===== config.mk =====
export PLATFORM = sky130hd
export DESIGN_NAME = spr_ram
export DESIGN_NICKNAME = d
export VERILOG_FILES = /design/src/spr_ram.sv
export SDC_FILE = /design/constraint.sdc
export NUM_CORES = 1
export LEC_CHECK = 0
export BUFFER_PORTS_ARGS = -buffer_cell sky130_fd_sc_hd__buf_2
export CAP_MARGIN = 20
export CORE_MARGIN = 3
export CORE_UTILIZATION = 35
export CTS_BUF_LIST = sky130_fd_sc_hd__clkbuf_16
export CTS_CLUSTER_SIZE = 28
export DETAILED_ROUTE_END_ITERATION = 12
export PLACE_DENSITY = 0.62
export SKIP_LAST_GASP = 1
export SYNTH_ARGS = -nofsm -noshare
export SYNTH_HDL_FRONTEND = slang
export SYNTH_SLANG_ARGS = --single-unit

===== constraint.sdc =====
create_clock -name clk -period 1.7 [get_ports clk]
set_input_delay 0 -clock clk [delete_from_list [all_inputs] [get_ports clk]]
set_output_delay 0 -clock clk [all_outputs]
set_load 0.01 [all_outputs]

===== src/spr_ram.sv =====
// Generic single-clock RAM, one write port, one registered read port.
module spr_ram #(
  parameter int WIDTH = 1,
  parameter int DEPTH = 16
) (
  input  logic                     clk,
  input  logic                     we,
  input  logic [$clog2(DEPTH)-1:0] waddr,
  input  logic [WIDTH-1:0]         wdata,
  input  logic                     re,
  input  logic [$clog2(DEPTH)-1:0] raddr,
  output logic [WIDTH-1:0]         rdata
);

  logic [WIDTH-1:0] mem [DEPTH];

  always_ff @(posedge clk) begin
    if (we) begin
      mem[waddr] <= wdata;
    end
    if (re) begin
      rdata <= mem[raddr];
    end
  end

endmodule


# [Word-level counts from Yosys, hierarchy flattened]
# Memories as Yosys holds them, arrays and structs flattened. A register that Yosys moved wholly into a read port is not among the register bits.
# Cells that the tools add are included.
[totals] ff_bits=0 mem_bits_rw=16 in_bits=12 out_inout_bits=1 wordCells=3 mem_count=1
[op_classes] muxes=2
[memory_table] memory="mem" words=16 width=1 read_ports=1 rd_ports_with_merged_regs=1 write_ports=1 line_no="15" source="logic [WIDTH-1:0] mem [DEPTH];"
[ops] op="$mux 1" count=2

# [Logic depth before layout (Yosys ltp)]
# Gate-level depths: netlist (run 1).
[depth] depth_word=2 mapped_depth=3 ltp_nobuf=3

# [Worst setup path before layout (run 1)]
# No wires, ideal clock.
[synth_path] kind="register to register" from="memory mem[13]" to="register rdata, read port of mem, data pin" t_arrival_ps=1013 t_required_ps=1439 path_slack_ps=426 stages_incl_launch_ff=4 path_buffers=0 period_less_slack_ps=1274 path_cell_list="edfxtp_1 -> mux4_1 -> mux2i_1 -> mux2i_1"
[synth_lines] item="start: declaration" line_no="15"
[synth_lines] item="end: declaration" line_no="12" source="output logic [WIDTH-1:0] rdata"

==> results of run 1 <==
## metal layers
metal	vias up	GRT usage (%)	share of wire (%)	wire length [um]
met5	-	0	0	0
met4	0	8.936	3.5	43
met3	5	2.849	8.3	101
met2	21	16.53	44	539
met1	222	13.12	44	539
li1	222	-	-	-
## worst paths after layout
check               startpoint               to  slack, ns  depth (start not counted)
max          mem[12]$_DFFE_PP_  rdata$_DFFE_PP_       0.36                          3
min                   raddr[2]  rdata$_DFFE_PP_       0.07                          2
max reg2reg  mem[12]$_DFFE_PP_  rdata$_DFFE_PP_       0.36                          3
min reg2reg  mem[15]$_DFFE_PP_  rdata$_DFFE_PP_       0.82                          3
## cell type report
type	count	area, um^2
fill	184	1064
sequential	17	510.5
multi-input combinational	30	245.2
clock buffer	3	75.07
timing repair buffer	13	70.07
tap	27	33.78
clock inverter	1	3.754
## worst max-delay path, delay by kind of cell (launching register included)
| family | cells | cell delay, ns |
|---|---|---|
| mux | 3 | 0.71 |
| flops | 1 | 0.37 |
## sequential cells by signal, indices dropped and copies added, names as in the netlist
name,flops
rdata,1
mem,16
## where the power goes
part	internal [mW]	switching [mW]	leakage (nW)
combinational	0.0306	0.0337	0.143
sequential	0.473	0.00203	0.154
clock	0.311	0.140	0.0423
## synth_stat cells
library cell	number	area, um^2
mux4_1	4	105.1
nor3_1	4	20.02
edfxtp_1	17	510.5
mux2i_1	3	30.03
nor2_1	12	45.04
nand2b_1	2	12.51
nand3b_1	2	15.01
nand3_1	1	5.000
or3b_2	1	8.760
nand2_1	1	3.750
## logic make-up after synthesis
family | Yosys count | share of synthesized area [%]
flip-flops | 17 | 67.55
multiplexers | 7 | 17.88
AND/OR/NAND/NOR | 23 | 14.57
## stage by stage
step	hold slack, ns	power (mW)
floorplan	0.09887	0.5127
global placement	0.2042	0.5448
detailed placement	0.2109	0.5470
CTS	0.07487	1.004
global route	0.07874	1.026
finish	0.07295	0.9915
==> flow_summary.yaml, run 1 <==
cells_and_area:
  fin_util_pct: 46.88
  mostFrequentLayoutCell: "edfxtp_1"
  syn2layout_area_growth_pct: 24.17
  stdcell_area_um2: 938.4
  num_antenna_cells: 0
  fin_cells: 91
  nNetsFinal: 77
  drive_gt1_share_pct: 25.00
  layout_common_cells: "edfxtp_1 (17), nor2_1 (12), buf_2 (12)"
synthesis:
  syn-cell-area_um2: 755.7
  synth_seq_cells: 17
  synthesis.nets: 59
  syn_area_per_cell_um2: 16.08
  yosysWarningCount: 0
  synth_cells: 47
  ys_seq_area_share_pct: 67.55
  ys_types: 10
routing:
  drt-vias-per-instance: 5.165
  drc: 0
  wl_per_cell_um: 13.45
  dr.pass1.iters: 4
  dr_total_vias: 470
  ant_nets: 0
  routed_wl_um: 1224
  drt_iter0_drc: 10
setup_path:
  cpMaxStageDelayCell: "mux4_1"
  critPathCaptureType: "flip-flop"
  start_kind: "flip-flop"
  required_ns: 1.69
  cp_cell_sequence: "mux4_1, mux2i_1, mux2i_1"
  worstPathMaxFanout: 1
  worst_path_largest_cell_delay_ns: 0.49
  criticalPathCategory: "reg -> reg"
  crit_arrival_ns: 1.33
  cpMostUsedCell: "mux2i_1"
clock_tree:
  root_buffer: "clkbuf_16"
  numCtsBuffers: 3
  cts_setup_buffers: 0
  postCtsResizedCells: 0
  clk_latency_ns: 0.24
  cts_htree_levels: 1
  clk_pin_slew_ns: 0.05
  cts_tree: "built"
  cts.sinks: 17
  ctsHoldBuffers: 1
  cts_buffer_depth: 2
placement:
  dp.cells: 86
  pre_cts_ws_ns: 0.3529
  finalWeightedCongestion: 0.7054
  hpwl_um: 943.7
  place_area_um2: 849.6
  portBuffers: 12
timing:
  slew_violations: 0
  slew_headroom_pct: 83.98
  rsz0062_at_grt: "false"
  finClkSkew_ns: 0.002012
  min_period_ns: 1.340
  final-setup-viol-count: 0
  period_share_pct: 78.81
  layout_setup_ws_ns: 0.3601
  finalHoldViolCount: 0
  max_slew.worst_pin.slew_ns: 0.2403
  setup_tns_ns: 0
  fmax_mhz: 746.4
run_status:
  status: "finished clean"
run:
  cap_violations: 0
die:
  start_util_pct: 37.75
  rows: 16
  dieHeight_um: 52.47
  core_um2: 2002
  die_w_um: 52.47
  pin_count: 13
  dieArea_um2: 2753
pwr:
  power_density_nw_per_um2: 1057
  p_leak_nw: 0.3399
  ir_worst_vdd_mv: 0.6113
global_routing:
  grt_antenna_before_repair: 0
  track_usage_pct: 11.01
  grt_pass1_wl_um: 2063
  grt-ovfl-total: 0
  grt_max_degree: 17
  grt_pass1_vias: 462
worst_hold_path:
  hold_path_class: "in -> reg"
Note: power is estimated with default switching activity, not from simulation.
==> run 2: changes to the inputs <==
==> constraint.sdc (replaced) <==
create_clock -name clk -period 1.3 [get_ports clk]
set_input_delay 0 -clock clk [delete_from_list [all_inputs] [get_ports clk]]
set_output_delay 0 -clock clk [all_outputs]
set_load 0.01 [all_outputs]
==> run 2 against run 1 <==
  * The run now ends with negative setup slack left
  * Maximum frequency rose by 1.3%
  * Non-clock buffer count did not move
  * Combinational power is 35% higher
  * Power up 31%
  * Die area stayed put
  * Register-to-register slack worse by 0.38 ns
  * Global-route usage grew 0.14 points
  * Via count is 0.64% lower
  * Critical path type unchanged
  * Final cell count is the same
  * Flip-flop and latch count stayed put
==> flow_summary.yaml, run 2 (same netlist as run 1, synthesis figures left out) <==
timing:
  slew_headroom_pct: 83.92
  fmax_mhz: 756.1
  layout_setup_ws_ns: -0.02259
  period_share_pct: 101.7
  finClkSkew_ns: 0.003645
  rsz0062_at_grt: "true"
  finalHoldViolCount: 0
  final-setup-viol-count: 1
  min_period_ns: 1.323
  max_slew.worst_pin.slew_ns: 0.2412
  slew_violations: 0
  hold_ws_ns: 0.07352
die:
  dieHeight_um: 52.47
  pin_count: 13
  core_um2: 2002
  rows: 16
  die_w_um: 52.47
  dieArea_um2: 2753
  start_util_pct: 37.75
clock_tree:
  clk_pin_slew_ns: 0.05
  root_buffer: "clkbuf_16"
  cts.sinks: 17
  cts_setup_buffers: 0
  cts_buffer_depth: 2
  clk_latency_ns: 0.25
  cts_tree: "built"
  cts_htree_levels: 1
  numCtsBuffers: 3
pwr:
  power_density_nw_per_um2: 1411
  ir_worst_vdd_mv: 0.7991
  p_leak_nw: 0.3234
  finalPower_mw: 1.303
routing:
  wl_per_cell_um: 14.01
  dr.pass1.iters: 5
  routed_wl_um: 1275
  drt-vias-per-instance: 5.132
  dr_total_vias: 467
  ant_nets: 0
  drc: 0
  drt_iter0_drc: 11
setup_path:
  r2r-start: "mem[12]$_DFFE_PP_"
  criticalPathCategory: "reg -> reg"
  r2r-end: "rdata$_DFFE_PP_"
  critPathCaptureType: "flip-flop"
  start_kind: "flip-flop"
  crit_arrival_ns: 1.31
  required_ns: 1.29
  worstPathMaxFanout: 1
  r2r.worst_path.cells: 3
  reg2reg_slack_ns: -0.02
worst_hold_path:
  whs_endpoint: "rdata$_DFFE_PP_"
  hold_path_class: "in -> reg"
  hold_depth: 2
  hold_start: "raddr[2]"
placement:
  place_area_um2: 849.6
  hpwl_um: 943.7
  portBuffers: 12
  finalWeightedCongestion: 0.7054
  dp.cells: 86
global_routing:
  use_met1_pct: 13.57
  globalRouteMet3Util_pct: 2.849
  track_usage_pct: 11.15
  grt_pass1_vias: 470
  grt_util_met2_pct: 16.53
  grt_pass1_wl_um: 2076
  grt_max_degree: 17
  grt-busiest-layer: "met2"
  grt-ovfl-total: 0
  grt_antenna_before_repair: 0
run:
  cap_violations: 0
cells_and_area:
  largest_reg_flops: 16
  layout_common_cells: "edfxtp_1 (17), nor2_1 (12), buf_2 (12)"
  top_register: "mem"
  fin_cells: 91
  drive_gt1_share_pct: 31.25
  syn2layout_area_growth_pct: 22.19
  top_regs: "mem (16), rdata (1)"
  num_antenna_cells: 0
  nNetsFinal: 77
  mostFrequentLayoutCell: "edfxtp_1"
  stdcell_area_um2: 923.4
  fin_util_pct: 46.13
run_status:
  status: "finished with violations"
  violations: "negative setup slack"
[run 2: cell counts in the layout (fill, tap and decap cells not counted)]
No cell type changed its count.
[run 2: metal layers]
metal  routed length (um)  share of wire [%]
met1                  579                 45
met2                  538                 42
met3                  114                8.9
met4                   41                3.2
met5                    0                  0
[run 2: how the worst max path moves through the flow]
| stage | startpoint | end | slack (ns) | cells after the start |
|---|---|---|---|---|
| after CTS | mem[12]$_DFFE_PP_ | rdata$_DFFE_PP_ | -0.03 | 3 |
| final | mem[12]$_DFFE_PP_ | rdata$_DFFE_PP_ | -0.02 | 3 |
| after detailed placement | mem[12]$_DFFE_PP_ | rdata$_DFFE_PP_ | -0.05 | 3 |
| after floorplan | mem[13]$_DFFE_PP_ | rdata$_DFFE_PP_ | 0.03 | 3 |
| after global placement | mem[0]$_DFFE_PP_ | rdata$_DFFE_PP_ | -0.04 | 3 |
| after global routing | mem[12]$_DFFE_PP_ | rdata$_DFFE_PP_ | -0.07 | 3 |
[run 2: worst max-delay path: stages, from the launching register on]
cell and delay (ns):
edfxtp_1 0.38, mux4_2 0.46, mux2i_1 0.14, mux2i_1 0.08
[run 2: layout make-up]
class	instances	area (um^2)
sequential	17	510.5
clock inverter	1	3.754
tap	27	33.78
multi-input combinational	30	230.2
timing repair buffer	13	70.07
clock buffer	3	75.07
fill	191	1079
[run 2: where the power goes]
group	leakage (nW)	switching [mW]	internal [mW]	total (mW)
logic	0.127	0.0455	0.0414	0.0869
registers	0.154	0.00320	0.619	0.622
clock network	0.0423	0.187	0.407	0.594
[run 2: stage by stage]
stage	setup slack [ns]	setup TNS, ns
detailed placement	-0.04712	-0.04712
CTS	-0.02861	-0.02861
global route	-0.07175	-0.07175
finish	-0.02259	-0.02259
global placement	-0.03766	-0.03766
floorplan	0.02611	0
[run 2: repair_timing]
| action | 4_1_cts | 5_1_grt |
|---|---|---|
| hold buffers | 1 | 0 |
| endpoints found under the setup margin | 1 | 1 |
| gates resized for setup | 4 | 0 |
| hold endpoints to repair | 1 | 0 |
