==> config.mk <==
export PLATFORM = sky130hd
export DESIGN_NAME = spr_div
export DESIGN_NICKNAME = d
export VERILOG_FILES = /design/src/spr_pkg.sv /design/src/spr_div.sv
export SDC_FILE = /design/constraint.sdc
export NUM_CORES = 1
export LEC_CHECK = 0
export BUFFER_PORTS_ARGS = -buffer_cell sky130_fd_sc_hd__buf_4
export CAP_MARGIN = 0
export CORE_AREA = 2 2 96 98
export CTS_CLUSTER_DIAMETER = 150
export DETAILED_ROUTE_END_ITERATION = 16
export DIE_AREA = 0 0 98 100
export PLACE_DENSITY_LB_ADDON = 0.12
export SLEW_MARGIN = 20
export SYNTH_ARGS = -nofsm -noshare
export SYNTH_HDL_FRONTEND = slang
export SYNTH_SLANG_ARGS = --single-unit
==> constraint.sdc <==
create_clock -name clk -period 4 [get_ports clk]
set_input_delay 0.8 -clock clk [delete_from_list [all_inputs] [get_ports clk]]
set_output_delay 0.8 -clock clk [all_outputs]
set_load 0.01 [all_outputs]
==> src/spr_pkg.sv <==
// Shared widths, codes and divider handshake types for the segmented prime sieve.
package spr_pkg;

  localparam int LIMIT_W    = 24;
  localparam int SEG_IDX_W  = 8;
  localparam int SEG_CNT_W  = 9;
  localparam int ACTION_W   = 2;
  localparam int PRIME_W    = 13;
  localparam int VALUE_W    = 17;
  localparam int STATUS_W   = 2;
  localparam int CFG_IDX_W  = 2;
  localparam int CFG_DATA_W = 24;
  localparam int DIV_W      = 32;

  localparam int DEFAULT_SEGMENT_DEPTH = 65536;

  localparam logic [ACTION_W-1:0] ACT_START = 2'd0;
  localparam logic [ACTION_W-1:0] ACT_MARK  = 2'd1;
  localparam logic [ACTION_W-1:0] ACT_NEXT  = 2'd2;
  localparam logic [ACTION_W-1:0] ACT_COUNT = 2'd3;

  localparam logic [STATUS_W-1:0] ST_OK       = 2'd0;
  localparam logic [STATUS_W-1:0] ST_TOO_MANY = 2'd1;
  localparam logic [STATUS_W-1:0] ST_EMPTY    = 2'd2;

  localparam logic [CFG_IDX_W-1:0] CFG_LIMIT_N       = 2'd0;
  localparam logic [CFG_IDX_W-1:0] CFG_SEGMENT_INDEX = 2'd1;
  localparam logic [CFG_IDX_W-1:0] CFG_SEGMENT_COUNT = 2'd2;

  localparam logic [VALUE_W-1:0] VALUE_MAX = '1;

  typedef struct packed {
    logic               start;
    logic [DIV_W-1:0]   dividend;
    logic [PRIME_W-1:0] divisor;
  } div_req_t;

  typedef struct packed {
    logic               done;
    logic [DIV_W-1:0]   quotient;
    logic [PRIME_W-1:0] remainder;
  } div_rsp_t;

endpackage

==> src/spr_div.sv <==
// Bit-serial restoring divider, one quotient bit per cycle.
module spr_div import spr_pkg::*; (
  input  logic     clk,
  input  logic     rst,
  input  div_req_t req,
  output div_rsp_t rsp
);

  localparam int STEP_W = $clog2(DIV_W + 1);

  logic               busy;
  logic               done;
  logic [STEP_W-1:0]  steps;
  logic [DIV_W-1:0]   quo;
  logic [PRIME_W-1:0] rem;
  logic [PRIME_W-1:0] dvs;
  logic [PRIME_W:0]   trial;
  logic [PRIME_W:0]   diff;
  logic               fits;

  assign trial = {rem, quo[DIV_W-1]};
  assign diff  = trial - {1'b0, dvs};
  assign fits  = trial >= {1'b0, dvs};

  always_ff @(posedge clk) begin
    if (rst) begin
      busy <= 1'b0;
      done <= 1'b0;
    end else begin
      done <= 1'b0;
      if (req.start) begin
        busy  <= 1'b1;
        steps <= STEP_W'(DIV_W);
        quo   <= req.dividend;
        rem   <= '0;
        dvs   <= req.divisor;
      end else if (busy) begin
        quo   <= {quo[DIV_W-2:0], fits};
        rem   <= fits ? diff[PRIME_W-1:0] : trial[PRIME_W-1:0];
        steps <= steps - STEP_W'(1);
        if (steps == STEP_W'(1)) begin
          busy <= 1'b0;
          done <= 1'b1;
        end
      end
    end
  end

  assign rsp.done      = done;
  assign rsp.quotient  = quo;
  assign rsp.remainder = rem;

endmodule

Word level (Yosys, flattened, before mapping)
Index checks and enable logic that the tools add are counted.
{"block": "op_classes", "muxes": 9, "n_eq_ne": 1, "addsub": 2, "order_cmp": 1, "shift": 0, "n_div": 0, "mul": 0, "n_reduce_logical": 4, "bitwise": 2}
{"cell": "$mux 32", "count": 2}
{"cell": "$mux 13", "count": 2}
{"cell": "$ge 14x13->1", "count": 1}
{"cell": "$sub 13x13->13", "count": 1}
{"cell": "$eq 6x1->1 const B", "count": 1}
{"cell": "$mux 6", "count": 1}
{"cell": "$sub 6x1->6 const B", "count": 1}
{"cell": "$mux 1", "count": 4}
{"cell": "$reduce_and 2->1", "count": 2}
{"cell": "$reduce_or 3->1", "count": 1}
{"cell": "$not 1->1", "count": 2}
{"cell": "$reduce_bool 2->1", "count": 1}
{"block": "totals", "output_inout_bits": 46, "input_bits": 48, "elab_cells": 25, "latchBits": 0, "ram_bits": 0, "romBits": 0, "regBits": 66, "n_memories": 0}

Longest topological paths before layout
Gate-level depths: netlist (run 1).
{"block": "depth", "ltp_word": 4, "mapped_depth": 12}

Worst setup path before layout (run 1)
Ideal clock, no wire load.
{"block": "synth_path", "kind": "input-to-reg", "start": "input req[45] (netlist bit)", "end": "register quo[0] (enable)", "setup_time_ns": 0.460, "path_stages": 4, "t_arrival_ns": 3.591, "slack_ns": -0.051, "n_path_buf": 2, "path_cell_list": "clkbuf_1 > clkbuf_1 > nor2_1 > nor2_1"}
{"block": "synth_via", "elab_chain_len": 2}
{"element": "start, declared", "line": "spr_div.sv:5", "rtl": "input div_req_t req,"}
{"element": "$reduce_bool 2->1 (no line)"}
{"element": "$reduce_and 2->1 (no line)"}
{"element": "end signal, assigned", "line": "spr_div.sv:34", "rtl": "quo <= req.dividend;"}
{"element": "end signal, assigned", "line": "spr_div.sv:38", "rtl": "quo <= {quo[DIV_W-2:0], fits};"}
{"element": "end, declared", "line": "spr_div.sv:14", "rtl": "logic [DIV_W-1:0] quo;"}
No other way between the ends.
A chain may end at the register's enable or synchronous reset.

Worst setup path after layout (run 1)
{"block": "layout_path", "start": "register quo[31]", "end": "register rem[7], data pin"}
{"block": "layout_via", "elab_chain_len": 3}
{"element": "$sub 13x13->13 / $ge 14x13->1 (equally long branches)", "line": "spr_div.sv:22, spr_div.sv:23"}
{"element": "$mux 13 *", "line": "spr_div.sv:39", "rtl": "rem <= fits ? diff[PRIME_W-1:0] : trial[PRIME_W-1:0];"}
{"element": "$mux 13 *", "line": "spr_div.sv:37", "rtl": "end else if (busy) begin"}
{"element": "end signal, assigned", "line": "spr_div.sv:39"}
{"element": "end, declared", "line": "spr_div.sv:15", "rtl": "logic [PRIME_W-1:0] rem;"}
Mark *: on every way between the ends. The rest lies on a longest branch, timed or not. The select of a mux whose other input is x is not followed.

==> metrics, run 1 <==
outcome finished clean; Slew Limit Fails 0; Die Wd between 90 and 100 µm; #FFs+latches synth 66; Final Hold Fails 0; Slew @ Worst Pin roughly 970 ps; # diodes 0; first-pass GRT wire length between 10000 and 15000 µm; Clock Path Buffers 2; Peak Freq between 300 and 400 MHz; FF/Latch Area between 1500 and 2000 µm²; vias in the first global route around 2400; Setup Viol. Count Final 0; CTS Hold Bufs 0; Pre-Repair DR Iteration Count 4; worst vdd rail ir drop between 0.2 and 0.25 mV; commonest non-fill, non-tap cell in the layout buf_4; Syn Inst Count 259; H-tree Lvls 3; Reg2Reg Setup Slack approximately 1100 ps; placed standard-cell area approximately 4200 µm²; die height 100 µm; Clock Pin Slew Worst Setup and Hold Paths about 80 ps; syn_area_per_cell ~13 µm²; largest area contributor in the netlist edfxtp_1; crit path DAT a little over 3000 ps; Multi-input gate area about 1300 µm²; die area about 9800 µm²; worst path required time between 4000 and 5000 ps; yosys warns 0; post-synthesis net count between 300 and 400; # DRC 0; startpoint types flip-flop; most frequent cells in the layout buf_4, edfxtp_1, mux2_2, nor2_1, inv_1; fin crit period approximately 2900 ps; setup_tns 0 ps; Max-slew headroom 0.338; sequential area share after synthesis 0.578; antenna-violating nets left 0; crit-path max FO 18; pwr dens ~420 nW/µm²; Setup Crit Path Kind reg -> reg; design area 4390 µm²; Leak about 1.8 nW; Area Growth Syn to Fin 29.3%; Global Route Usage Sum 0.148; Cell Chain, Critical Path inv_1, ha_1, inv_1, fa_1, a211oi_1, o21ai_0, a21oi_1, a21o_1, a21oi_4, or2_2, a21oi_1; initial core utilization 0.382; post-CTS setup buffers 0; largest net degree at the start of global routing 50; number of distinct library cells after synthesis 38; CP max stage delay about 420 ps; GP Congestion roughly 0.86; CORE AREA 8890 µm²; Overflow after GRT 0; post-CTS resize count 0; clock sinks 66; clk_skew between 10 and 15 ps; DP Wirelength roughly 5000 µm; RSZ-0062 raised after global routing no; slowest CP cell fa_1; maxcap violations 0; CTS tree yes; CTS Root Cell clkbuf_8; Crit. End Element flip-flop; port bufs 93; DR vias 2357; nets@finish between 400 and 500; number of I/O pins 94; Final Cycle Share 0.732; clk_lat worst skew around 330 ps; top-area cell type share of the netlist area 0.566; Hold Path Class reg -> reg; DR vias/cell ~5; mapped cell area 3390 µm²; row cnt 35; top cells by area, synth edfxtp_1, mux2_2, ha_1; layout cells sized above 1 0.417; TritonCTS Buffers 9; DR WL/cell about 15 µm; DRT iter0 DRCs 87; initial antenna violation count 0; Filler cells 835; DRT Wirelength roughly 7200 µm
==> cells by family after synthesis <==
logic type	Yosys count	synth area share
flops	66	0.578
simple gates	53	0.0690
fa+ha+maj	16	0.0612
compound gates	37	0.0793
mux	41	0.133
buf+inv	33	0.0461
xor+xnor	13	0.0336
==> metrics by stage <==
| stage | hold WS [ps] | instances | setup slack [ps] | utilization | total power [mW] |
|---|---|---|---|---|---|
| floorplan | 466 | 259 | 792 | - | 1.16 |
| global placement | 481 | 455 | 1120 | 0.472 | 1.29 |
| detailed placement | 476 | 455 | 1120 | 0.472 | 1.29 |
| CTS | 475 | 471 | 1100 | 0.494 | 1.86 |
| global route | 481 | 471 | 873 | 0.494 | 1.93 |
| finish | 475 | 471 | 1070 | 0.494 | 1.83 |
==> flip-flops by register name, indices dropped and copies added, names as in the netlist <==
signal / flops
done: 1
rem: 13
steps: 6
quo: 32
busy: 1
dvs: 13
==> critical path: cells and delay by family (launching register included) <==
family                   cells  cell delay [ps]
AO/OA/AOI/OAI                6             1290
flip-flops                   1              400
buffers and inverters        2              140
AND/OR/NAND/NOR              1              370
adder cells (fa/ha/maj)      2              560
==> metal layers <==
layer / GRT usage / routed length [µm] / up-vias
met3: 0.0648 / 587 / 9
met2: 0.233 / 3420 / 76
li1: - / - / 1138
met4: 0.0577 / 95 / 0
met1: 0.181 / 3120 / 1134
met5: 0 / 0 / -
==> Yosys cell counts <==
library cell,n
clkbuf_1,6
buf_8,1
a2111oi_0,3
dfxtp_1,2
a21oi_4,1
clkbuf_8,1
a31o_2,2
nand2_1,7
ha_1,15
or4_1,1
and3_1,1
nand3_1,3
clkbuf_4,1
a22oi_1,1
nand2_2,1
a41oi_1,1
inv_1,22
edfxtp_1,64
xor2_1,5
nor2b_1,3
xnor2_1,8
a211oi_1,2
a211oi_2,3
mux2i_1,9
a21o_1,3
o21bai_1,1
mux2_2,32
nor2_1,29
and4_1,1
o31ai_1,1
or2_2,1
fa_1,1
a21oi_1,10
nor3_1,6
a221oi_1,1
o21ai_0,7
buf_4,2
a311oi_1,1
==> final cells by class <==
type / count / area share
multi-input cells: 160 / 0.292
clock inverters: 3 / 0.00912
inverters: 22 / 0.0188
well taps: 111 / 0.0317
clock buffers: 13 / 0.0339
repair buffers: 96 / 0.167
flip-flops and latches: 66 / 0.447
==> where the power goes <==
group | internal, mW | leakage, nW | total [mW] | switching [mW]
combinational | 0.207 | 1.09 | 0.418 | 0.210
clock | 0.304 | 0.0974 | 0.555 | 0.251
sequential | 0.829 | 0.627 | 0.860 | 0.0315
==> path summary, 6_finish.rpt <==
check                                             to  depth (start not counted)         startpoint
worst max register to register  rem[7]$_SDFFCE_PP0P_                         11  quo[31]$_DFFE_PP_
worst min-delay path                 done$_SDFF_PP0_                          1    busy$_SDFF_PP0_
worst max-delay path            rem[7]$_SDFFCE_PP0P_                         11  quo[31]$_DFFE_PP_
worst min register to register       done$_SDFF_PP0_                          1    busy$_SDFF_PP0_
Note: power is estimated with default switching activity, not from simulation.
==> run 2: changes to the inputs <==
Settings changed: ABC_AREA set to 1, CORE_AREA 2 2 96 98 to 2 2 99 101, DIE_AREA 0 0 98 100 to 0 0 101 103.
Clock period 4 ns to 2.85 ns, I/O delays scaled along.
==> metrics, run 2 <==
vias in the first global route 2823 (was 2363); most frequent cells in the layout nand2_1, buf_4, edfxtp_1, inv_1, nor2_1 (was buf_4, edfxtp_1, mux2_2, nor2_1, inv_1); commonest non-fill, non-tap cell in the layout nand2_1 (was buf_4); max reg flops 32 (unchanged); Worst Path Buf+Inv 3 (was 2); Clock Path Buffers 2 (unchanged); Post-synth EDFFs 64 (unchanged); Pre-Repair DR Iteration Count 4 (unchanged); largest register by flop count quo (unchanged); CTS tree yes (unchanged); yosys warns 0 (unchanged); nets@finish 582 (was 419); initial antenna violation count 0 (unchanged); PnR Total Power 2.61 mW (was 1.83 mW); FF/Latch Area 1960 µm² (unchanged); worst vdd rail ir drop 0.236 mV (was 0.220 mV); most common library cells after synthesis nand2_1, edfxtp_1, inv_1 (was edfxtp_1, mux2_2, nor2_1); Filler cells 939 (was 835); CTS Root Cell clkbuf_8 (unchanged); maxcap violations 0 (unchanged); die height 103 µm (was 100 µm); Final Hold Fails 0 (unchanged); #FFs+latches synth 66 (unchanged); initial core utilization 0.384 (was 0.382); post-synthesis net count 486 (was 323); Multi-input gate area 1410 µm² (was 1280 µm²); row cnt 36 (was 35); H-tree Lvls 3 (unchanged); clk_skew 10.9 ps (was 12.3 ps); Leak 2.30 nW (was 1.82 nW); CTS Hold Bufs 0 (unchanged); Global Route Usage Sum 0.162 (was 0.148); GP Congestion 0.829 (was 0.856); Setup Crit Path Kind reg -> reg (unchanged); clk_lat worst skew 340 ps (was 330 ps); first-pass GRT wire length 13100 µm (was 11300 µm); # diodes 0 (unchanged); sequential area share after synthesis 0.541 (was 0.578); DR WL/cell 12.6 µm (was 15.3 µm); Max-slew headroom 0.692 (was 0.338); DRT Wirelength 8000 µm (was 7220 µm); fin crit period 2330 ps (was 2930 ps); Async SR Flop Fraction 0 (unchanged); CP most frequent cell nand2_2; Overflow after GRT 0 (unchanged); Hold Path Class in -> reg (was reg -> reg); top-area cell type share of the netlist area 0.529 (was 0.566); CORE AREA 9460 µm² (was 8890 µm²); setup_tns 0 ps (unchanged); largest area contributor in the netlist edfxtp_1 (unchanged); count leader, synth nand2_1 (was edfxtp_1); # DRC 0 (unchanged); TritonCTS Buffers 9 (unchanged); Crit. End Element flip-flop (unchanged); number of I/O pins 94 (unchanged); Area Growth Syn to Fin 28.6% (was 29.3%); Most used DFF post-synth edfxtp_1 (unchanged); top cells by area, synth edfxtp_1, nand2_1, inv_1 (was edfxtp_1, mux2_2, ha_1); Syn Inst Count 422 (was 259); crit path DAT 2400 ps (was 3100 ps); outcome finished clean (unchanged); Setup Viol. Count Final 0 (unchanged); mapped cell area 3630 µm² (was 3390 µm²); antenna-violating nets left 0 (unchanged); placed cells 621 (was 455); Peak Freq 428 MHz (was 342 MHz); RSZ-0062 raised after global routing no (unchanged); post-CTS resize count 0 (unchanged); die area 10400 µm² (was 9800 µm²); Die Wd 101 µm (was 98 µm); Clock Pin Slew Worst Setup and Hold Paths 80 ps (about the same); port bufs 93 (unchanged); Slew Limit Fails 0 (unchanged); number of distinct library cells after synthesis 32 (was 38); final std cells w/o fill 637 (was 471); DP Wirelength 5680 µm (was 5000 µm); CP max stage delay 420 ps (about the same); layout cells sized above 1 0.250 (was 0.417); critical path's top delay family simple AND/OR/NAND/NOR gates (was compound AO/OA/AOI/OAI gates); syn_area_per_cell 8.60 µm² (was 13.1 µm²); crit-path max FO 25 (was 18); pwr dens 560 nW/µm² (was 418 nW/µm²); Slew @ Worst Pin 462 ps (was 968 ps); Largest regs quo (32), dvs (13), rem (13) (unchanged); DR vias 2949 (was 2357); startpoint types flip-flop (unchanged); Cell Chain, Critical Path inv_1, ha_1, inv_1, fa_1, nand2_2, nand2_2, nand3_2, nand2_2, nand2_2, nand3_4, inv_1, o21ai_0 (was inv_1, ha_1, inv_1, fa_1, a211oi_1, o21ai_0, a21oi_1, a21o_1, a21oi_4, or2_2, a21oi_1); post-CTS setup buffers 0 (unchanged); largest net degree at the start of global routing 53 (was 50); slowest CP cell fa_1 (unchanged); worst path required time 2910 ps (was 4170 ps); Final Cycle Share 0.819 (was 0.732); DR vias/cell 4.63 (was 5.00); DRT iter0 DRCs 81 (was 87); clock sinks 66 (unchanged)
[run 2: changes by cell type in the layout (fill, tap and decap cells not counted), moves of 9 or more]
| cell | before | now |
|---|---|---|
| nand2_1 | 7 | 163 |
| mux2_2 | 32 | 0 |
| inv_1 | 22 | 52 |
| nor2_1 | 28 | 45 |
| nand3_1 | 3 | 19 |
| mux2i_1 | 9 | 0 |
[run 2: kinds of logic after synthesis]
group	Yosys count	synth area share
AO/OA/AOI/OAI	24	0.0400
adder cells (fa/ha/maj)	16	0.0572
XOR/XNOR	3	0.00724
AND/OR/NAND/NOR	246	0.280
flip-flops	66	0.541
buffers and inverters	67	0.0748
[run 2: final timing paths]
| check | from | to | slack (ps) | cells after the start |
|---|---|---|---|---|
| min | req[8] | dvs[8]$_DFFE_PP_ | 400 | 1 |
| max reg2reg | quo[31]$_DFFE_PP_ | quo[0]$_DFFE_PP_ | 520 | 12 |
| min reg2reg | busy$_SDFF_PP0_ | done$_SDFF_PP0_ | 510 | 2 |
| max | quo[31]$_DFFE_PP_ | quo[0]$_DFFE_PP_ | 520 | 12 |
[run 2: layer usage]
| layer | global-route usage | share of wire | vias to the layer above |
|---|---|---|---|
| li1 | - | - | 1539 |
| met3 | 0.0542 | 0.059 | 11 |
| met1 | 0.205 | 0.46 | 1334 |
| met5 | 0 | 0 | - |
| met4 | 0.0530 | 0.016 | 0 |
| met2 | 0.264 | 0.47 | 65 |
[run 2: worst register-to-register path: stages (launching register included)]
cell and delay, ps:
edfxtp_1 410, inv_1 80, ha_1 130, inv_1 70, fa_1 420, nand2_2 110
nand2_2 60, nand3_2 60, nand2_2 70, nand2_2 80, nand3_4 260, inv_1 210
o21ai_0 90
[run 2: metrics by stage]
stage | hold WS, ps | utilization | cell area, µm² | setup slack (ps)
final | 404 | 0.493 | 4670 | 516
after global placement | 496 | 0.471 | 4460 | 602
after CTS | 386 | 0.493 | 4670 | 512
after detailed placement | 503 | 0.471 | 4460 | 513
after global routing | 383 | 0.493 | 4670 | 313
after floorplan | 442 | - | 3630 | 56.9
[run 2: layout make-up]
class | count | share of cell area
clock inverters | 2 | 0.00751
multi-input cells | 289 | 0.302
flip-flops and latches | 66 | 0.420
clock buffers | 14 | 0.0370
repair buffers | 97 | 0.159
inverters | 55 | 0.0442
well taps | 114 | 0.0306
[run 2: power breakdown]
part / leakage, nW / switching, mW / internal [mW] / total [mW]
logic: 1.57 / 0.332 / 0.244 / 0.575
registers: 0.631 / 0.0416 / 1.16 / 1.20
clock network: 0.107 / 0.362 / 0.476 / 0.839
